--- config.mk ---
export PLATFORM = sky130hd
export DESIGN_NAME = sqtc_addr
export DESIGN_NICKNAME = d
export VERILOG_FILES = /design/src/rtl/core/sqtc_pkg.sv /design/src/rtl/core/sqtc_addr.sv
export SDC_FILE = /design/constraint.sdc
export NUM_CORES = 1
export LEC_CHECK = 0
export BUFFER_PORTS_ARGS = -buffer_cell sky130_fd_sc_hd__buf_2
export CAP_MARGIN = 40
export CORE_ASPECT_RATIO = 0.9
export CORE_MARGIN = 4
export CORE_UTILIZATION = 50
export CTS_CLUSTER_SIZE = 10
export DETAILED_ROUTE_END_ITERATION = 10
export HOLD_SLACK_MARGIN = 0.06
export PLACE_DENSITY = 0.8
export SYNTH_ARGS = -nofsm -noshare
export SYNTH_HDL_FRONTEND = slang
export SYNTH_SLANG_ARGS = --single-unit
export TNS_END_PERCENT = 5
--- constraint.sdc ---
create_clock -name i_clk -period 11 [get_ports i_clk]
set_input_delay 3.3 -clock i_clk [delete_from_list [all_inputs] [get_ports i_clk]]
set_output_delay 3.3 -clock i_clk [all_outputs]
set_load 0.03 [all_outputs]
--- src/rtl/core/sqtc_pkg.sv ---
// ----------------------------------------------------------------------------
// sqtc_pkg
// Shared widths, types and the corner cut table of the square thumbnail
// crop scaler.
// ----------------------------------------------------------------------------
package sqtc_pkg;

    // Field widths
    localparam int ColW     = 7;
    localparam int DimW     = 16;
    localparam int AddrW    = 32;
    localparam int ScrW     = 12;
    localparam int SizeW    = 8;
    localparam int CutW     = 3;
    localparam int ProdW    = ColW + DimW;
    localparam int QuotW    = DimW;

    // Reciprocal scaling: exact floor division of a ProdW-bit value by
    // an 8-bit size needs ProdW + 8 fractional bits
    localparam int RecipShift = ProdW + SizeW;
    localparam int RecipW     = RecipShift + 1;
    localparam int MulW       = ProdW + RecipW;

    // Stream and register port widths
    localparam int InTdataW  = 16;
    localparam int OutTdataW = 64;
    localparam int PaddrW    = 5;
    localparam int PdataW    = 32;

    // Defaults
    localparam int MaxTileDefault = 128;
    localparam int CutRows        = 10;
    localparam logic [SizeW-1:0] TileSizeReset = 8'd88;
    localparam logic [AddrW-1:0] PixelOffset   = 32'd8;

    // Register indexes, one word apart on the APB port
    typedef enum logic [2:0] {
        REG_IMAGE_BASE,
        REG_SRC_WIDTH,
        REG_SRC_HEIGHT,
        REG_TILE_EDGE,
        REG_DEST_LEFT,
        REG_DEST_TOP
    } t_reg_idx;

    typedef struct packed {
        logic [AddrW-1:0] image_base;
        logic [DimW-1:0]  src_width;
        logic [DimW-1:0]  src_height;
        logic [SizeW-1:0] tile_edge;
        logic [ScrW-1:0]  dest_left;
        logic [ScrW-1:0]  dest_top;
    } t_cfg;

    // After the tile mask stage
    typedef struct packed {
        logic              drawn;
        logic [ProdW-1:0]  row_prod;
        logic [ProdW-1:0]  col_prod;
        logic [RecipW-1:0] recip;
        logic [DimW-1:0]   sx0;
        logic [DimW-1:0]   sy0;
        logic [ScrW-1:0]   screen_x;
        logic [ScrW-1:0]   screen_y;
    } t_mask;

    // After the scale stages: clamped source coordinates
    typedef struct packed {
        logic            drawn;
        logic [DimW-1:0] sx;
        logic [DimW-1:0] sy;
        logic [ScrW-1:0] screen_x;
        logic [ScrW-1:0] screen_y;
    } t_coord;

    // Result item
    typedef struct packed {
        logic             drawn;
        logic [AddrW-1:0] src_address;
        logic [ScrW-1:0]  screen_x;
        logic [ScrW-1:0]  screen_y;
    } t_res;

    // Corner cut for the first ten rows counted from the nearer edge
    function automatic logic [CutW-1:0] corner_trim(input logic [3:0] idx);
        logic [CutW-1:0] cut;
        case (idx)
            4'd0:    cut = 3'd6;
            4'd1:    cut = 3'd4;
            4'd2:    cut = 3'd3;
            4'd3:    cut = 3'd2;
            4'd4:    cut = 3'd1;
            4'd5:    cut = 3'd1;
            default: cut = 3'd0;
        endcase
        return cut;
    endfunction

endpackage

--- src/rtl/core/sqtc_addr.sv ---
// ----------------------------------------------------------------------------
// sqtc_addr
// Two pipeline stages: row-major pixel index, then byte address; the
// second stage is the output register.
// ----------------------------------------------------------------------------
module sqtc_addr (
    input  logic             i_clk,
    input  logic             i_rst_n,
    input  sqtc_pkg::t_cfg   i_cfg,
    input  logic             i_vld,
    output logic             o_rdy,
    input  sqtc_pkg::t_coord i_data,
    output logic             o_vld,
    input  logic             i_rdy,
    output sqtc_pkg::t_res   o_data
);
    import sqtc_pkg::*;

    // Stage C: row offset
    logic             r_vld_c;
    logic             r_drawn_c;
    logic [AddrW-1:0] r_rowoff_c;
    logic [DimW-1:0]  r_sx_c;
    logic [ScrW-1:0]  r_scrx_c;
    logic [ScrW-1:0]  r_scry_c;

    // Stage D: result
    logic             r_vld_d;
    t_res             r_data_d;
    logic [AddrW-1:0] w_index;

    logic             w_ready_c;
    logic             w_ready_d;

    assign w_ready_d = ~r_vld_d | i_rdy;
    assign w_ready_c = ~r_vld_c | w_ready_d;
    assign o_rdy     = w_ready_c;
    assign o_vld     = r_vld_d;
    assign o_data    = r_data_d;

    always_ff @(posedge i_clk) begin
        if (!i_rst_n) begin
            r_vld_c <= 1'b0;
            r_vld_d <= 1'b0;
        end else begin
            if (w_ready_c) begin
                r_vld_c <= i_vld;
            end
            if (w_ready_d) begin
                r_vld_d <= r_vld_c;
            end
        end
    end

    // Source row times image width
    always_ff @(posedge i_clk) begin
        if (w_ready_c && i_vld) begin
            r_drawn_c  <= i_data.drawn;
            r_rowoff_c <= AddrW'(i_data.sy) * AddrW'(i_cfg.src_width);
            r_sx_c     <= i_data.sx;
            r_scrx_c   <= i_data.screen_x;
            r_scry_c   <= i_data.screen_y;
        end
    end

    // Byte address of the pixel; zero when not drawn
    assign w_index = r_rowoff_c + AddrW'(r_sx_c);

    always_ff @(posedge i_clk) begin
        if (w_ready_d && r_vld_c) begin
            r_data_d.drawn       <= r_drawn_c;
            r_data_d.src_address <= r_drawn_c
                ? (i_cfg.image_base + PixelOffset + {w_index[AddrW-3:0], 2'b00})
                : '0;
            r_data_d.screen_x    <= r_scrx_c;
            r_data_d.screen_y    <= r_scry_c;
        end
    end

    a_blank_address: assert property (@(posedge i_clk) disable iff (!i_rst_n)
        (r_vld_d && !r_data_d.drawn) |-> r_data_d.src_address == '0)
        else $error("address not cleared for an undrawn pixel");

endmodule

== Word level (Yosys, flattened, before mapping) ==
Cells that the tools add are included.
Word-level totals
  bits in registers: 130
  input port bits: 157
  output and inout port bits: 59
  word-level logic and storage cells: 21
Operators by class
  add/sub/neg operators: 3
  multipliers: 1
  bitwise logic cells: 4
  reduce and logical (&&, ||, !) cells: 2
Operators with widths (number)
  $add A32 B32 Y32: 1
  $add A32 B4 Y32 const B: 1
  $add A30 B16 Y30: 1
  $mul A16 B16 Y30: 1
  $logic_and A1 B1 Y1: 2
  $not A1 Y1: 2
  $or A1 B1 Y1: 2

== Depth between registers and ports, before layout ==
  word-level depth: 4
  gate-level depth with buffers: 22

== Worst setup path after synthesis ==
OpenSTA, ideal clock, no wires.
  kind: in2reg
  from: input port i_data[31] (netlist name)
  to: register r_rowoff_c[22] (data pin)
  arrival time: 8.412 ns
  required time: 10.739 ns
  slack: 2.327 ns
  stages on the path: 20
  path buffers: 1
  cell sequence: clkbuf_1 nand2_1 fa_1 inv_1 fa_1 inv_1 fa_1 inv_1 fa_1 fa_1 inv_1 fa_1 inv_1 ha_1 o21a_1 o211ai_1 a22oi_1 o21bai_1 a31o_1 a311o_1
Between the ends
  word-level cells in the longest chain between the ends: 1
RTL lines
  start, declared: RTL line sqtc_addr.sv:12  | input sqtc_pkg::t_coord i_data,
  $mul A16 B16 Y30: RTL line sqtc_addr.sv:59  | r_rowoff_c <= AddrW'(i_data.sy) * AddrW'(i_cfg.src_width);
  end signal, assigned: RTL line sqtc_addr.sv:59
  end, declared: RTL line sqtc_addr.sv:22  | logic [AddrW-1:0] r_rowoff_c;
Every way passes these cells.
A chain may end at the register's enable or synchronous reset.

== Worst setup path in the final report ==
Same ends and word-level chain as after synthesis.

==> results.yml <==
clocking:
  post_cts_buffers: 0
  cts_root_buf: "clkbuf_16"
  clock_latency_ps: 420
  holdBufCountCts: 0
  cts_tree: "built"
  clock_path_buffers: 2
  cts-resized-gates: 0
  clk_pin_slew_worst_paths_ps: 60
  numCtsBuffers: 17
  cts_sinks: 130
  cts_htree_levels: 4
power:
  p_leak_nw: 8.00
  intPower_mw: 3.13
  p_per_area_nw_per_um2: 355
  clockPowerShare_pct: 8.7
  swShare_pct: 48.1
  netSwitchingPower_mw: 2.91
  comb_power_share_pct: 76.3
  power_frac_seq_pct: 15.0
  peakVddDrop_mv: 0.340
  totalPowerFinal_mw: 6.04
finish:
  fill_cells: 2481
  final_common_cell: "inv_1"
  final_cell_count_no_fill: 2056
  most-common-layout-cells: "inv_1, fa_1, nand2_1"
  drive_gt1_share_pct: 13.5
  num_antenna_cells: 0
  final_nets: 2158
  syn2layout_area_growth_pct: 11.6
global_route:
  grt_max_degree: 58
  antenna_found_initial: 1
  grt_usage_pct: 21.1
  grt_remaining_overflow: 0
  grt_pass1_wl_um: 57200
  grt_pass1_vias: 11700
synthesis:
  yosysSeqAreaShare_pct: 25.5
  synth_edf_count: 128
  synth_nets: 2011
  synth_async_sr_flop_share_pct: 0
  synth_cells: 1493
  yosysUniqueCellTypes: 70
  ys_warn_count: 0
  synth_seq_cells: 130
  ys.flop_type: "edfxtp_1"
  synth_area_per_cell_um2: 10.2
  syn-cell-area_um2: 15200
route:
  ant_nets: 0
  drc: 0
  via_per_inst: 5.42
  num_vias: 11100
  wire_per_inst_um: 16.7
  first_iter_violations: 691
  first_pass_iters: 5
  routed_wirelength_um: 34300
floorplanning:
  die-area_um2: 33300
  die_y_um: 174
  fp.dieW_um: 192
  row_count: 60
  start_util_pct: 50.9
  coreArea_um2: 30000
  ios: 216
sta:
  finalHoldViolCount: 0
  min_period_over_period_pct: 79.1
  rsz0062_at_grt: "false"
  fin_crit_ps: 8710
  relSlewSlack_pct: 53.0
  setup_violations: 0
  holdWs_ps: 417
  worstMarginPinSlew_ps: 705
  tns_ps: 0
  skew_ps: 11.7
  drv_slew: 0
  fmax_mhz: 115
status:
  status: "completed"
place:
  portBuffers: 167
  dpl.hpwl_um: 27400
  dp.cells: 2024
  finalWeightedCongestion: 0.931
setup_path:
  crit_path_max_fanout: 16
  end_kind: "flip-flop"
  worstPathRequired_ps: 11160
  arrival_ps: 8870
  critPathLaunchType: "input port"
  crit_type: "input port to flip-flop"
worst_hold_path:
  hold_path.class: "flip-flop to flip-flop"
job:
  drv_cap: 0
==> power by group through the flow <==
| stage | clock network, mW | registers [mW] | logic, mW |
|---|---|---|---|
| detailed placement | 0 | 0.918 | 4.55 |
| finish | 0.524 | 0.908 | 4.61 |
| global route | 0.559 | 0.917 | 5.25 |
| CTS | 0.534 | 0.908 | 4.60 |
| floorplan | 0 | 0.977 | 3.55 |
| global placement | 0 | 0.914 | 4.40 |
==> registers in the layout, summed over array words and instances (netlist names) <==
register and cells:
r_scry_c 12, r_sx_c 16, r_rowoff_c 30, r_drawn_c 1, o_vld 1, o_data 57, r_vld_c 1, r_scrx_c 12
==> critical path, stage by stage <==
cell	delay [ps]
buf_2	360
nand2_1	150
fa_1	550
inv_1	50
fa_1	490
inv_1	50
fa_1	530
inv_1	50
fa_1	390
fa_1	520
inv_1	50
fa_1	470
inv_1	40
ha_1	390
o21a_1	150
o211ai_1	110
a21o_1	180
o21bai_1	370
a31o_1	270
nor4_1	60
a311o_1	330
==> through the flow <==
stage	setup slack (ps)	utilization [%]	instance area, um^2
finish	2290	56.8	17000
global route	2050	56.8	17000
CTS	2320	56.8	17000
detailed placement	1870	55.0	16500
global placement	1930	54.9	16400
floorplan	2330	-	15200
==> path summary, 6_finish.rpt <==
path         slack (ps)              to           from  depth (start not counted)
max                2290  r_rowoff_c[22]     i_data[31]                         21
max reg2reg        5910      o_data[49]  r_rowoff_c[0]                         18
min                 420       o_data[1]    r_scry_c[1]                          0
min reg2reg         420       o_data[1]    r_scry_c[1]                          0
==> routing by layer <==
| metal | track usage (%) | share of wire, % | wire (um) | up-vias |
|---|---|---|---|---|
| li1 | - | - | - | 5214 |
| met1 | 29.1 | 43 | 14800 | 5442 |
| met2 | 34.2 | 46 | 15800 | 441 |
| met3 | 4.45 | 9.1 | 3120 | 40 |
| met4 | 5.44 | 1.5 | 499 | 2 |
| met5 | 0 | 0.020 | 7 | - |
==> cell families after synthesis <==
family / after synthesis / synth area share [%]
buffers and inverters: 282 / 6.96
xor gates and xnor gates: 63 / 3.62
and+or+nand+nor: 435 / 14.3
AOI/OAI and AO/OA: 216 / 10.0
muxes: 6 / 0.394
adders and majority gates: 361 / 39.2
DFF: 130 / 25.5
==> cell type report <==
class                   count  area [um^2]  share of cell area, %
inverters                 240          901                   5.30
well taps                 403          504                   2.96
flip-flops and latches    130         3880                   22.8
repair buffers            170          871                   5.12
multi-input cells        1081        10300                   60.6
clock inverters            15          123                  0.721
clock buffers              17          425                   2.50
==> synth_stat cells (all sizes together), types with 3 or more instances <==
master	number	area, um^2
a2111oi	3	40.0
nor2b	8	50.1
fa	195	3900
clkbuf	40	150
xnor2	46	403
nand2	181	679
inv	240	901
a31oi	5	31.3
o21a	12	90.1
nor4	5	31.3
and2	134	838
a21o	28	211
and3	12	75.1
o21ai	33	169
a211o	4	35.0
o21bai	12	101
nand3	20	100
ha	166	2080
a31o	3	26.3
a211oi	18	150
or2	5	31.3
mux2i	6	60.1
a21boi	4	33.8
nor3b	4	30.0
edfxtp	128	3840
nand4	7	43.8
nor2	32	120
o211ai	9	67.6
xor2	17	149
o311ai	3	26.3
a21oi	61	320
or3	6	37.5
nor3	5	25.0
nand2b	9	56.3
No activity file was read; power rests on OpenSTA's default activity.
