**src/rtl/core/sqtc_pkg.sv**
```systemverilog
// ----------------------------------------------------------------------------
// sqtc_pkg
// Shared widths, types and the corner cut table of the square thumbnail
// crop scaler.
// ----------------------------------------------------------------------------
package sqtc_pkg;

    // Field widths
    localparam int ColW     = 7;
    localparam int DimW     = 16;
    localparam int AddrW    = 32;
    localparam int ScrW     = 12;
    localparam int SizeW    = 8;
    localparam int CutW     = 3;
    localparam int ProdW    = ColW + DimW;
    localparam int QuotW    = DimW;

    // Reciprocal scaling: exact floor division of a ProdW-bit value by
    // an 8-bit size needs ProdW + 8 fractional bits
    localparam int RecipShift = ProdW + SizeW;
    localparam int RecipW     = RecipShift + 1;
    localparam int MulW       = ProdW + RecipW;

    // Stream and register port widths
    localparam int InTdataW  = 16;
    localparam int OutTdataW = 64;
    localparam int PaddrW    = 5;
    localparam int PdataW    = 32;

    // Defaults
    localparam int MaxTileDefault = 128;
    localparam int CutRows        = 10;
    localparam logic [SizeW-1:0] TileSizeReset = 8'd88;
    localparam logic [AddrW-1:0] PixelOffset   = 32'd8;

    // Register indexes, one word apart on the APB port
    typedef enum logic [2:0] {
        REG_IMAGE_BASE,
        REG_SRC_WIDTH,
        REG_SRC_HEIGHT,
        REG_TILE_EDGE,
        REG_DEST_LEFT,
        REG_DEST_TOP
    } t_reg_idx;

    typedef struct packed {
        logic [AddrW-1:0] image_base;
        logic [DimW-1:0]  src_width;
        logic [DimW-1:0]  src_height;
        logic [SizeW-1:0] tile_edge;
        logic [ScrW-1:0]  dest_left;
        logic [ScrW-1:0]  dest_top;
    } t_cfg;

    // After the tile mask stage
    typedef struct packed {
        logic              drawn;
        logic [ProdW-1:0]  row_prod;
        logic [ProdW-1:0]  col_prod;
        logic [RecipW-1:0] recip;
        logic [DimW-1:0]   sx0;
        logic [DimW-1:0]   sy0;
        logic [ScrW-1:0]   screen_x;
        logic [ScrW-1:0]   screen_y;
    } t_mask;

    // After the scale stages: clamped source coordinates
    typedef struct packed {
        logic            drawn;
        logic [DimW-1:0] sx;
        logic [DimW-1:0] sy;
        logic [ScrW-1:0] screen_x;
        logic [ScrW-1:0] screen_y;
    } t_coord;

    // Result item
    typedef struct packed {
        logic             drawn;
        logic [AddrW-1:0] src_address;
        logic [ScrW-1:0]  screen_x;
        logic [ScrW-1:0]  screen_y;
    } t_res;

    // Corner cut for the first ten rows counted from the nearer edge
    function automatic logic [CutW-1:0] corner_trim(input logic [3:0] idx);
        logic [CutW-1:0] cut;
        case (idx)
            4'd0:    cut = 3'd6;
            4'd1:    cut = 3'd4;
            4'd2:    cut = 3'd3;
            4'd3:    cut = 3'd2;
            4'd4:    cut = 3'd1;
            4'd5:    cut = 3'd1;
            default: cut = 3'd0;
        endcase
        return cut;
    endfunction

endpackage

```
**src/rtl/core/sqtc_cfg.sv**
```systemverilog
// ----------------------------------------------------------------------------
// sqtc_cfg
// Register bank behind the APB-style port: image base, source size,
// tile size and screen placement.
// ----------------------------------------------------------------------------
module sqtc_cfg (
    input  logic                        i_clk,
    input  logic                        i_rst_n,
    input  logic                        psel,
    input  logic                        penable,
    input  logic                        pwrite,
    input  logic [sqtc_pkg::PaddrW-1:0] paddr,
    input  logic [sqtc_pkg::PdataW-1:0] pwdata,
    output logic [sqtc_pkg::PdataW-1:0] prdata,
    output logic                        pready,
    output sqtc_pkg::t_cfg              o_cfg
);
    import sqtc_pkg::*;

    t_cfg     r_cfg;
    t_reg_idx w_idx;
    logic     w_wr;

    assign w_idx  = t_reg_idx'(paddr[4:2]);
    assign w_wr   = psel & penable & pwrite;
    assign pready = 1'b1;
    assign o_cfg  = r_cfg;

    // Write the addressed register on the access cycle
    always_ff @(posedge i_clk) begin
        if (!i_rst_n) begin
            r_cfg.image_base <= '0;
            r_cfg.src_width  <= '0;
            r_cfg.src_height <= '0;
            r_cfg.tile_edge  <= TileSizeReset;
            r_cfg.dest_left  <= '0;
            r_cfg.dest_top   <= '0;
        end else if (w_wr) begin
            case (w_idx)
                REG_IMAGE_BASE: r_cfg.image_base <= pwdata;
                REG_SRC_WIDTH:  r_cfg.src_width  <= pwdata[DimW-1:0];
                REG_SRC_HEIGHT: r_cfg.src_height <= pwdata[DimW-1:0];
                REG_TILE_EDGE:  r_cfg.tile_edge  <= pwdata[SizeW-1:0];
                REG_DEST_LEFT:  r_cfg.dest_left  <= pwdata[ScrW-1:0];
                REG_DEST_TOP:   r_cfg.dest_top   <= pwdata[ScrW-1:0];
                default: ;
            endcase
        end
    end

    // Read back
    always_comb begin
        case (w_idx)
            REG_IMAGE_BASE: prdata = r_cfg.image_base;
            REG_SRC_WIDTH:  prdata = PdataW'(r_cfg.src_width);
            REG_SRC_HEIGHT: prdata = PdataW'(r_cfg.src_height);
            REG_TILE_EDGE:  prdata = PdataW'(r_cfg.tile_edge);
            REG_DEST_LEFT:  prdata = PdataW'(r_cfg.dest_left);
            REG_DEST_TOP:   prdata = PdataW'(r_cfg.dest_top);
            default:        prdata = '0;
        endcase
    end

    a_tile_write: assert property (@(posedge i_clk) disable iff (!i_rst_n)
        (w_wr && w_idx == REG_TILE_EDGE) |=> r_cfg.tile_edge == $past(pwdata[SizeW-1:0]))
        else $error("tile size register did not take the written value");

endmodule

```
**config.mk**
```make
export PLATFORM = sky130hd
export DESIGN_NAME = sqtc_cfg
export DESIGN_NICKNAME = d
export VERILOG_FILES = /design/src/rtl/core/sqtc_pkg.sv /design/src/rtl/core/sqtc_cfg.sv
export SDC_FILE = /design/constraint.sdc
export NUM_CORES = 1
export LEC_CHECK = 0
export BUFFER_PORTS_ARGS = -buffer_cell sky130_fd_sc_hd__buf_4
export CAP_MARGIN = 0
export CORE_UTILIZATION = 40
export DETAILED_ROUTE_END_ITERATION = 16
export PLACE_DENSITY = 0.7
export SLEW_MARGIN = 20
export SYNTH_ARGS = -nofsm -noshare
export SYNTH_HDL_FRONTEND = slang
export SYNTH_SLANG_ARGS = --single-unit
```
**constraint.sdc**
```tcl
create_clock -name i_clk -period 1.7 [get_ports i_clk]
set_input_delay 0.34 -clock i_clk [delete_from_list [all_inputs] [get_ports i_clk]]
set_output_delay 0.34 -clock i_clk [all_outputs]
set_load 0.005 [all_outputs]
```
* Yosys cells after proc, flatten, opt, wreduce, memory -nomap -nowiden
Cells that the tools add are included.
** Cells by class
- Equal/unequal tests :: 5
- Muxes and demuxes :: 1
- Bitwise gates (word level) :: 2
- Reductions and logical operators :: 7
** Operators with widths (number)
- 32-bit one-hot mux with 6 select lines :: 1
- 2-bit AND reduction :: 6
- 3-bit by 2-bit == test with 1-bit output (second input constant) :: 2
- 3-bit == test (second input constant) :: 2
- 3-bit by 1-bit == test with 1-bit output (second input constant) :: 1
- 3-bit zero test :: 1
- 1-bit bitwise AND :: 2
** Storage, ports and cells
- Register bits after elaboration :: 96
- Logic and storage cells :: 21

* Longest topological paths before layout
- Depth after elaboration :: 3
- Mapped depth :: 6
- Mapped depth without buffers :: 3

* Worst setup path before layout
Ideal clock, no wire load.
- Kind :: input port to output port
- Start :: input port paddr[3] (netlist name)
- End :: output port prdata[3] (netlist name)
- Data arrival time :: 1.311 ns
- Required time :: 1.360 ns
- Setup slack :: 0.049 ns
- Cell stages on the path :: 5
- Path buffers :: 2
- Cell sequence :: buf_2 > buf_4 > mux2_2 > a221oi_1 > a21oi_1
** On the way
- Longest elaborated chain between the ends :: 2
- Elaborated cells on any way between the ends :: 7
- Those cells by class :: eq/ne: 5; mux: 1; reduce/logical: 1
** RTL lines
- start: declaration :: line sqtc_cfg.sv:12 : input logic [sqtc_pkg::PaddrW-1:0] paddr,
- 3-bit == test, or another cell as far along :: line sqtc_cfg.sv:53 : case (w_idx)
- 32-bit one-hot mux with 6 select lines * :: line sqtc_cfg.sv:53
- end: declaration :: line sqtc_cfg.sv:14 : output logic [sqtc_pkg::PdataW-1:0] prdata,
Every way passes the cells marked *; elsewhere a longest branch is shown, timed or not.

* Final worst setup path
- Start :: register r_cfg (netlist bit o_cfg[71])
- End :: output port prdata[7] (netlist name)
** On the way
- Longest elaborated chain between the ends :: 1
** RTL lines
- start: declaration :: line sqtc_cfg.sv:20 : t_cfg r_cfg;
- 32-bit one-hot mux with 6 select lines :: line sqtc_cfg.sv:53
No other way between the ends.

==> impl_metrics.ini <==
[run_status]
status = finished, violations left
violations = negative setup slack

[global_routing]
grt_max_degree = 64
grt_pass1_wl_mm = 19.5
grt_usage_pct = 22.0
grt_overflow_total = 0
antenna_found_initial = 0
first_global_vias = 3825

[yosys]
synth_top_area_share_pct = 43.6
yosys-top-cells-area = dfxtp_1 (44%), mux2i_1 (26%), nand2_1 (11%), mux2_2 (3.1%), and2_1 (2.3%)
yosys.area.top_type = dfxtp_1
ys_ff_latch = 96
ys_seq_area_share_pct = 43.6
synthArstFlopShare_pct = 0
synth_flop_cell = dfxtp_1
ys_top_cells_by_count = nand2_1 (127), mux2i_1 (113), dfxtp_1 (96)
synth_edf_count = 0
ys_warn_count = 0
synth_fp_nets = 505
post-synth-top-count-cell = nand2_1
synth_cells = 463
synth_area_um2 = 4400
synth.distinct_cells = 34
avgSynthCellArea_um2 = 9.51

[routing]
postRouteWirelength_mm = 12.8
num_vias = 3994
avgViaCountPerCell = 5.06
wl_per_cell_um = 16.1
drtIter0Drc = 197
drc = 0
firstDrtPassIters = 6
postRouteAntennaNets = 0

[floorplanning]
die_w_um = 107
dieArea_um2 = 11400
top_level_ports = 171
die_h_um = 107
num_rows = 37
start_util_pct = 41.9
core_um2 = 10500

[run]
cap_violations = 0

[worst_setup_path]
start_kind = flip-flop
regToRegEndpoint = o_cfg[30]
rr_worst_depth = 3
crit_type = flip-flop to primary output
critPathCaptureType = primary output
r2r-start = o_cfg[30]
regToRegSetupSlack_ns = 0.92
path_max_fanout = 3
cp.arrival_ns = 1.45
critical_path_required_ns = 1.36

[cts]
ctsLongestPathBuffers = 2
clkLatencyLatePin_ns = 0.37
holdBufCountCts = 0
cts_buffers = 9
cts.clk_slew.worst_paths_ns = 0.09
cts_sinks = 96
cts_root_buf = clkbuf_8
cts_tree = done
htree_num_levels = 3

[cells_and_area]
design_area_um2 = 6350
drive_gt1_share_pct = 40.7
postLayoutCoreUtil_pct = 60.4
num_antenna_cells = 0
syn2layout_area_growth_pct = 44.1
nNetsFinal = 691
largest_reg_flops = 96

[sta]
setup_tns_ns = -0.297
fin_crit_ns = 1.79
setup_slack_ns = -0.0873
setup_viol = 7
fin_crit_sh_pct = 105
finalMaxSlewViolations = 0
finalHoldViolations = 0
grt_setup_unrepaired = true
slew_headroom_pct = 65.3
worstMarginPinSlew_ns = 0.521
timing.fmax_mhz = 560
final.setup_skew_ns = 0

[worst_hold_path]
min_path_cells = 3
hp-start = pwdata[19]
hold_end = o_cfg[83]
holdCritPathClass = input port to flip-flop

[pwr]
p_leak_nw = 2.74
power_mw = 4.37
irDropWorstVdd_mv = 0.331
powerDensity_nw_per_um2 = 688

[place]
hpwlAfterDp_mm = 9.24
dpl_cell_area_um2 = 5980
place_congestion = 0.774
io_buffers = 167
## cell families (layout without fill, tap and decap cells)
| kind of cell | after synthesis | count (layout) | synth area share, % |
|---|---|---|---|
| flip-flops | 96 | 96 | 43.6 |
| other | 1 | 1 | 0.0851 |
| multiplexers | 125 | 125 | 28.7 |
| AO/OA/AOI/OAI | 40 | 40 | 6.73 |
| AND/OR/NAND/NOR | 161 | 161 | 16.2 |
| buffers and inverters | 40 | 231 | 4.60 |
## routing by layer
layer / vias up / routed length (um) / track usage, %
li1: 1958 / - / -
met4: 0 / 153 / 7.63
met2: 160 / 5990 / 36.5
met3: 11 / 853 / 3.83
met1: 1865 / 5750 / 28.8
met5: - / 0 / 0
## cells in the final DEF, fill, tap and decap left out, drive strengths merged
master	synthesis	layout
nand4b	1	1
nor3b	1	1
mux2i	113	113
a21oi	4	4
conb	1	1
a22oi	4	4
o2bb2ai	4	4
inv	4	4
nand2b	1	1
clkinvlp	0	1
mux2	12	12
o221ai	2	2
nor3	3	3
nand4	1	1
a2bb2oi	4	4
clkinv	0	3
nor2b	2	2
o21a	4	4
dfxtp	96	96
buf	21	211
bufinv	0	2
o21ai	7	7
or3	2	2
a32oi	2	2
and2	16	16
nand2	127	127
clkbuf	15	10
nor2	7	7
o31ai	2	2
o311ai	3	3
a221oi	4	4
## per-stage QoR
step / std cells / setup slack (ns) / hold WS, ns
3_5_place_dp: 765 / -0.0937 / 0.462
5_1_grt: 790 / -0.130 / 0.215
6_report: 790 / -0.0873 / 0.217
2_1_floorplan: 463 / 0.0488 / 0.460
4_1_cts: 787 / -0.0823 / 0.202
3_3_place_gp: 765 / -0.101 / 0.457
## power breakdown
group | switching, mW | internal, mW | leakage (nW)
combinational | 0.227 | 0.208 | 1.84
sequential | 0.0146 | 2.26 | 0.780
clock | 0.795 | 0.861 | 0.112
total | 1.04 | 3.33 | 2.74
## worst max-delay path by stage
stage	start	to	slack, ns	cells after the start
2_1_floorplan	paddr[3]	prdata[3]	0.05	5
3_3_place_gp	paddr[3]	prdata[29]	-0.10	6
3_5_place_dp	paddr[3]	prdata[7]	-0.09	5
4_1_cts	o_cfg[39]	prdata[7]	-0.08	4
5_1_grt	o_cfg[71]	prdata[7]	-0.13	4
6_report	o_cfg[71]	prdata[7]	-0.09	4
## final cells by class
type                    instances  area [um^2]
well taps                     136          170
clock buffers                  10          138
inverters                       4         15.0
repair buffers                211         1650
flip-flops and latches         96         1940
multi-input cells             327         2350
clock inverters                 6         82.6
fillers                       893         4160
## critical path: stages, from the launching register on
cell and delay, ns:
dfxtp_2 0.34, mux2_4 0.27, a221oi_2 0.25, a21oi_1 0.08, buf_4 0.14
## what timing repair did
| action | 4_1_cts | 5_1_grt |
|---|---|---|
| buffers inserted | 6 | 2 |
| gates resized for setup | 14 | 15 |
| setup endpoints to repair | 25 | 28 |
| pin swaps | 3 | 3 |
| gates cloned | 0 | 1 |
No activity file was read; power rests on OpenSTA's default activity.
