--- src/rtl/core/sqtc_pkg.sv ---
// ----------------------------------------------------------------------------
// sqtc_pkg
// Shared widths, types and the corner cut table of the square thumbnail
// crop scaler.
// ----------------------------------------------------------------------------
package sqtc_pkg;

    // Field widths
    localparam int ColW     = 7;
    localparam int DimW     = 16;
    localparam int AddrW    = 32;
    localparam int ScrW     = 12;
    localparam int SizeW    = 8;
    localparam int CutW     = 3;
    localparam int ProdW    = ColW + DimW;
    localparam int QuotW    = DimW;

    // Reciprocal scaling: exact floor division of a ProdW-bit value by
    // an 8-bit size needs ProdW + 8 fractional bits
    localparam int RecipShift = ProdW + SizeW;
    localparam int RecipW     = RecipShift + 1;
    localparam int MulW       = ProdW + RecipW;

    // Stream and register port widths
    localparam int InTdataW  = 16;
    localparam int OutTdataW = 64;
    localparam int PaddrW    = 5;
    localparam int PdataW    = 32;

    // Defaults
    localparam int MaxTileDefault = 128;
    localparam int CutRows        = 10;
    localparam logic [SizeW-1:0] TileSizeReset = 8'd88;
    localparam logic [AddrW-1:0] PixelOffset   = 32'd8;

    // Register indexes, one word apart on the APB port
    typedef enum logic [2:0] {
        REG_IMAGE_BASE,
        REG_SRC_WIDTH,
        REG_SRC_HEIGHT,
        REG_TILE_EDGE,
        REG_DEST_LEFT,
        REG_DEST_TOP
    } t_reg_idx;

    typedef struct packed {
        logic [AddrW-1:0] image_base;
        logic [DimW-1:0]  src_width;
        logic [DimW-1:0]  src_height;
        logic [SizeW-1:0] tile_edge;
        logic [ScrW-1:0]  dest_left;
        logic [ScrW-1:0]  dest_top;
    } t_cfg;

    // After the tile mask stage
    typedef struct packed {
        logic              drawn;
        logic [ProdW-1:0]  row_prod;
        logic [ProdW-1:0]  col_prod;
        logic [RecipW-1:0] recip;
        logic [DimW-1:0]   sx0;
        logic [DimW-1:0]   sy0;
        logic [ScrW-1:0]   screen_x;
        logic [ScrW-1:0]   screen_y;
    } t_mask;

    // After the scale stages: clamped source coordinates
    typedef struct packed {
        logic            drawn;
        logic [DimW-1:0] sx;
        logic [DimW-1:0] sy;
        logic [ScrW-1:0] screen_x;
        logic [ScrW-1:0] screen_y;
    } t_coord;

    // Result item
    typedef struct packed {
        logic             drawn;
        logic [AddrW-1:0] src_address;
        logic [ScrW-1:0]  screen_x;
        logic [ScrW-1:0]  screen_y;
    } t_res;

    // Corner cut for the first ten rows counted from the nearer edge
    function automatic logic [CutW-1:0] corner_trim(input logic [3:0] idx);
        logic [CutW-1:0] cut;
        case (idx)
            4'd0:    cut = 3'd6;
            4'd1:    cut = 3'd4;
            4'd2:    cut = 3'd3;
            4'd3:    cut = 3'd2;
            4'd4:    cut = 3'd1;
            4'd5:    cut = 3'd1;
            default: cut = 3'd0;
        endcase
        return cut;
    endfunction

endpackage

--- src/rtl/core/sqtc_scale.sv ---
// ----------------------------------------------------------------------------
// sqtc_scale
// Two pipeline stages: nearest-neighbour scaling by reciprocal
// multiplication, then crop offset and clamp to the image edge.
// ----------------------------------------------------------------------------
module sqtc_scale (
    input  logic             i_clk,
    input  logic             i_rst_n,
    input  sqtc_pkg::t_cfg   i_cfg,
    input  logic             i_vld,
    output logic             o_rdy,
    input  sqtc_pkg::t_mask  i_data,
    output logic             o_vld,
    input  logic             i_rdy,
    output sqtc_pkg::t_coord o_data
);
    import sqtc_pkg::*;

    // Stage A: quotients
    logic             r_vld_a;
    logic             r_drawn_a;
    logic [QuotW-1:0] r_qrow_a;
    logic [QuotW-1:0] r_qcol_a;
    logic [DimW-1:0]  r_sx0_a;
    logic [DimW-1:0]  r_sy0_a;
    logic [ScrW-1:0]  r_scrx_a;
    logic [ScrW-1:0]  r_scry_a;
    logic [MulW-1:0]  w_mul_row;
    logic [MulW-1:0]  w_mul_col;

    // Stage B: clamped coordinates
    logic             r_vld_b;
    t_coord           r_data_b;
    t_coord           n_data_b;
    logic [DimW:0]    w_sum_x;
    logic [DimW:0]    w_sum_y;

    logic             w_ready_a;
    logic             w_ready_b;

    assign w_ready_b = ~r_vld_b | i_rdy;
    assign w_ready_a = ~r_vld_a | w_ready_b;
    assign o_rdy     = w_ready_a;
    assign o_vld     = r_vld_b;
    assign o_data    = r_data_b;

    // Divide by the tile size through its reciprocal
    assign w_mul_row = MulW'(i_data.row_prod) * MulW'(i_data.recip);
    assign w_mul_col = MulW'(i_data.col_prod) * MulW'(i_data.recip);

    always_ff @(posedge i_clk) begin
        if (!i_rst_n) begin
            r_vld_a <= 1'b0;
            r_vld_b <= 1'b0;
        end else begin
            if (w_ready_a) begin
                r_vld_a <= i_vld;
            end
            if (w_ready_b) begin
                r_vld_b <= r_vld_a;
            end
        end
    end

    always_ff @(posedge i_clk) begin
        if (w_ready_a && i_vld) begin
            r_drawn_a <= i_data.drawn;
            r_qrow_a  <= w_mul_row[RecipShift +: QuotW];
            r_qcol_a  <= w_mul_col[RecipShift +: QuotW];
            r_sx0_a   <= i_data.sx0;
            r_sy0_a   <= i_data.sy0;
            r_scrx_a  <= i_data.screen_x;
            r_scry_a  <= i_data.screen_y;
        end
    end

    // Add the crop offset and hold the coordinate inside the image
    assign w_sum_x = (DimW+1)'(r_sx0_a) + (DimW+1)'(r_qcol_a);
    assign w_sum_y = (DimW+1)'(r_sy0_a) + (DimW+1)'(r_qrow_a);

    always_comb begin
        n_data_b.drawn    = r_drawn_a;
        n_data_b.screen_x = r_scrx_a;
        n_data_b.screen_y = r_scry_a;
        if (w_sum_x >= (DimW+1)'(i_cfg.src_width)) begin
            n_data_b.sx = i_cfg.src_width - 16'd1;
        end else begin
            n_data_b.sx = w_sum_x[DimW-1:0];
        end
        if (w_sum_y >= (DimW+1)'(i_cfg.src_height)) begin
            n_data_b.sy = i_cfg.src_height - 16'd1;
        end else begin
            n_data_b.sy = w_sum_y[DimW-1:0];
        end
    end

    always_ff @(posedge i_clk) begin
        if (w_ready_b && r_vld_a) begin
            r_data_b <= n_data_b;
        end
    end

    a_stall_keeps_item: assert property (@(posedge i_clk) disable iff (!i_rst_n)
        (r_vld_b && !i_rdy) |=> (r_vld_b && $stable(r_data_b)))
        else $error("stalled scale stage lost or changed its item");

    a_full_a_blocks: assert property (@(posedge i_clk) disable iff (!i_rst_n)
        (r_vld_a && r_vld_b && !i_rdy) |-> !o_rdy)
        else $error("scale stages full but input still ready");

endmodule

--- config.mk ---
export PLATFORM = sky130hd
export DESIGN_NAME = sqtc_scale
export DESIGN_NICKNAME = d
export VERILOG_FILES = /design/src/rtl/core/sqtc_pkg.sv /design/src/rtl/core/sqtc_scale.sv
export SDC_FILE = /design/constraint.sdc
export NUM_CORES = 2
export LEC_CHECK = 0
export ABC_AREA = 1
export BUFFER_PORTS_ARGS = -buffer_cell sky130_fd_sc_hd__buf_2
export CORE_ASPECT_RATIO = 0.9
export CORE_UTILIZATION = 25
export DETAILED_ROUTE_END_ITERATION = 16
export SYNTH_ARGS = -nofsm -noshare
export SYNTH_HDL_FRONTEND = slang
export SYNTH_SLANG_ARGS = --single-unit
--- constraint.sdc ---
create_clock -name i_clk -period 5.94 [get_ports i_clk]
set_input_delay 0.594 -clock i_clk [delete_from_list [all_inputs] [get_ports i_clk]]
set_output_delay 0.594 -clock i_clk [all_outputs]
set_load 0.02 [all_outputs]
======== After elaboration in Yosys (flattened, before gate mapping) ========
Cells that the tools add are included.
cells by class
  add/sub/neg operators ................... 4
  multipliers ............................. 2
  order comparisons ....................... 2
  multiplexer cells ....................... 2
  bitwise gates (word level) .............. 4
  reduce and logical (&&, ||, !) cells .... 2
operators with widths
  operator               count
  $mul 23x32->47         2
  $add 16x16->17         2
  $ge 17x16->1           2
  $mux 16                2
  $sub 16x1->16 const B  2
  $logic_and 1x1->1      2
  $not 1->1              2
  $or 1x1->1             2
word-level totals
  flip-flop bits (word level) ............. 148
  input port bits ......................... 235

======== Logic depth before layout (Yosys ltp) ========
  depth in word-level cells ............... 4
  mapped depth ............................ 30
  mapped depth without buffers ............ 28

======== Worst setup path after synthesis ========
Ideal clock, no wire load.
  kind .................................... input-to-reg
  start point ............................. in i_data[83] (netlist bit)
  end point ............................... reg r_qrow_a[15] (data pin)
  arrival ................................. 6,159 ps
  slack ................................... -471 ps
  stages .................................. 27
  buffers on the path ..................... 3
  path through ............................ clkbuf_1 clkbuf_1 nand2_1 fa_1 inv_1 fa_1 inv_1 fa_1 fa_1 inv_1 fa_1 fa_1 inv_1 fa_1 inv_1 ha_1 buf_4 nand2_1 nor2_1 nand2_1 nor3_2 nor3b_2 nand2_1 nand3_1 inv_1 nand2_1 nand2_1
between the ends
  longest elaborated chain between the ends .. 1
ends and longest elaborated chain
  item                  RTL line          RTL
  start, declared       sqtc_scale.sv:12  input sqtc_pkg::t_mask i_data,
  $mul 23x32->47        sqtc_scale.sv:48  assign w_mul_row = MulW'(i_data.row_prod) * MulW'(i_data.recip);
  via w_mul_row[46]     sqtc_scale.sv:28  logic [MulW-1:0] w_mul_row;
  end signal, assigned  sqtc_scale.sv:68  r_qrow_a <= w_mul_row[RecipShift +: QuotW];
  end, declared         sqtc_scale.sv:22  logic [QuotW-1:0] r_qrow_a;
The timed path passes the listed nets, and every way through them passes these cells.
A chain may end at the register's enable or synchronous reset.

======== Final worst setup path ========
  start point ............................. in i_data[70] (netlist bit)
  end point ............................... reg r_qcol_a[1] (data pin)
between the ends
  longest elaborated chain between the ends .. 1
ends and longest elaborated chain
  item                  RTL line          RTL
  $mul 23x32->47        sqtc_scale.sv:49  assign w_mul_col = MulW'(i_data.col_prod) * MulW'(i_data.recip);
  via w_mul_col[32]     sqtc_scale.sv:29  logic [MulW-1:0] w_mul_col;
  end signal, assigned  sqtc_scale.sv:69  r_qcol_a <= w_mul_col[RecipShift +: QuotW];
  end, declared         sqtc_scale.sv:23  logic [QuotW-1:0] r_qcol_a;
The timed path passes the listed nets, and every way through them passes these cells.

==> impl_results.md <==
* Outcome: finished with violations
* Failing checks: negative setup slack
* Residual DRC at 0
* Setup crit start: i_data[70]
* Drt pass-1 iters at 6
* CTS Buffer Depth at 2
* Die width at 486 um
* Worst path arrival time at 6.32 ns
* Fin worst setup slack at -0.109 ns
* Root buffer cell: clkbuf_16
* Ratio of final minimum period to clock period at 1.02
* RSZ-0062 raised after global routing: true
* FF+latch area at 0.00442 mm2
* Cell taking the most area after synthesis: fa_1
* Vias/cell at 4.31
* Core footprint at 0.209 mm2
* Post-Syn Area at 0.0527 mm2
* # clock sinks at 148
* I/O Pins at 294
* Rows at 159
* Yosys cell types at 54
* Slew headroom at 0.374
* Worst skew pair latency at 0.53 ns
* Final Hold Fails at 0
* Placed Cells at 9908
* First-pass GRT wire length at 256 mm
* Crit end category: register
* WL/cell at 16.3 um
* Max-slew violation total from the final report at 0
* Area of the multi-input gates at 0.0423 mm2
* Post-cts hold buffer count at 0
* Total gr overflow at 0
* Setup CP Type: in2reg
* Hold WC Path Type: in2reg
* Worst-path clk slew at 0.08 ns
* Num CTS Buffers at 17
* Initial antenna violation count at 15
* Synth Register Bits at 148
* Final Non-Filler Cells at 10100
* Mapped Nets at 8367
* Max cap viols at 0
* Post-Synthesis Cells at 6594
* Largest net degree at the start of global routing at 58
* Share of cells above drive strength 1 at 0.200
* Die area at 0.213 mm2
* Post-route ant nets at 0
* CTS tree: built
* Critical Path Fanout Max at 4
* FF-to-FF Start: r_qrow_a[0]
* Period minus WS final at 6.05 ns
* Final net count at 8993
* Routed WL at 164 mm
* Fmax at 0.165 GHz
* Port bufs at 229
* Hold_sp: i_data[51]
* Via count at 43300
* Setup Skew at 0.0207 ns
* Synth area leaders: fa_1 (46%), inv_1 (14%), nand2_1 (14%)
* Sequential-to-total area share from yosys stat at 0.0839
* Syn_area_per_cell at 7.99 um2
* Setup crit start kind: input pin
* DIE HEIGHT at 438 um
* Starting Density at 0.252
* Slew @ Worst Pin at 0.939 ns
* Number of synthesized flops with an enable pin at 146
* Synth top area share at 0.457
* Ys flop type: edfxtp_1
* Async set-or-reset flop fraction in the synthesized netlist at 0
* Final setup vio count at 17
* Gpl congestion at 0.911
* Fill count at 21700
* Post-detail-place hpwl at 133 mm
* Vias in the first global route at 46000
* Critical path required time at 6.21 ns
* Htree depth at 4
* Overall routing resource usage at 0.153
* Yosys Warn Count at 0
* P&R area growth vs syn at 26.7%
* Initial drt markers at 3045
[worst max-delay path: stages]
cell and delay (ns):
buf_6 0.12, buf_12 0.14, buf_12 0.13, buf_12 0.13, buf_6 0.12, nand2_2 0.06
fa_1 0.44, fa_1 0.56, fa_2 0.45, fa_2 0.54, inv_2 0.04, fa_2 0.43
fa_1 0.59, inv_1 0.07, fa_1 0.50, inv_2 0.05, ha_4 0.27, a21oi_4 0.20
o21ai_2 0.11, a21oi_2 0.20, buf_4 0.14, nor2_2 0.03, nor2_1 0.09, nand2_1 0.10
xor2_2 0.20
[cells in the final DEF, fill, tap and decap left out, types with 72 or more instances in the layout]
cell type,synthesis,final
inv_1,1901,1852
nand2_1,1896,1813
fa_1,1202,1150
buf_4,10,512
ha_1,336,287
buf_2,9,175
edfxtp_1,146,146
nor2_1,201,126
buf_12,0,120
a21oi_1,149,80
nand3_1,92,72
[synthesized netlist by cell type, drive strengths merged (4+ instances only)]
library cell,number
nor4,6
clkbuf,207
a21oi,151
o21ai,95
nand2,1903
edfxtp,146
o21bai,17
inv,1905
xor2,68
o211ai,4
nand4,58
buf,95
nor2,205
nor3,24
ha,336
fa,1202
a31oi,14
a21o,13
nand3,100
xnor2,21
[area by class of cell]
cell class | instances | area share
Antenna cell | 5 | 0.000187
Clock buffer | 17 | 0.00637
Clock inverter | 15 | 0.00262
Inverter | 1905 | 0.107
Multi-Input combinational cell | 4239 | 0.634
Sequential cell | 148 | 0.0662
Tap cell | 2817 | 0.0528
Timing Repair Buffer | 909 | 0.131
[path summary, 6_finish.rpt]
check	endpoint	slack (ns)	cells past startpoint
hold reg to reg	o_data[5]	0.41	0
hold / removal	r_sx0_a[11]	0.23	1
setup reg to reg	o_data[31]	1.91	14
setup / recovery	r_qcol_a[1]	-0.11	25
[sequential cells by signal (all words and copies together), names as in the netlist]
name / cells
r_qcol_a: 16
r_vld_a: 1
r_sx0_a: 16
r_scrx_a: 12
r_sy0_a: 16
r_qrow_a: 16
o_vld: 1
r_scry_a: 12
o_data: 57
r_drawn_a: 1
[metrics by stage]
stage	setup TNS [ns]	worst slack (ns)	hold slack [ns]	util	instance area [um2]
3_3_place_gp	-25.81	-1.05	0.401	0.296	62000
2_1_floorplan	-0.298	-0.0762	0.400	-	54100
5_1_grt	-4.72	-0.279	0.198	0.319	66800
6_report	-0.777	-0.109	0.235	0.320	66800
4_1_cts	-0.232	-0.0596	0.166	0.305	63800
3_5_place_dp	-27.27	-1.11	0.406	0.296	62000
[cells by family after synthesis]
logic type	synth area share
flops	0.0839
compound gates	0.0328
fa+ha+maj	0.536
simple gates	0.174
buf+inv	0.158
xor+xnor	0.0148
[metal layers]
layer	global-route usage	up-vias	part of all wire
met4	0.0352	10	0.021
met5	0	-	0.00029
li1	-	20000	-
met3	0.0207	173	0.067
met1	0.219	21800	0.46
met2	0.243	1286	0.45
[repair_timing]
action,4_1_cts,5_1_grt
gates resized for setup,185,548
buffers inserted,28,58
pin swaps,28,179
cloned,10,17
setup endpoints to repair,32,32
Power is not shown: default switching activity piles up to over one toggle a cycle in this logic, so the estimate is an artifact.
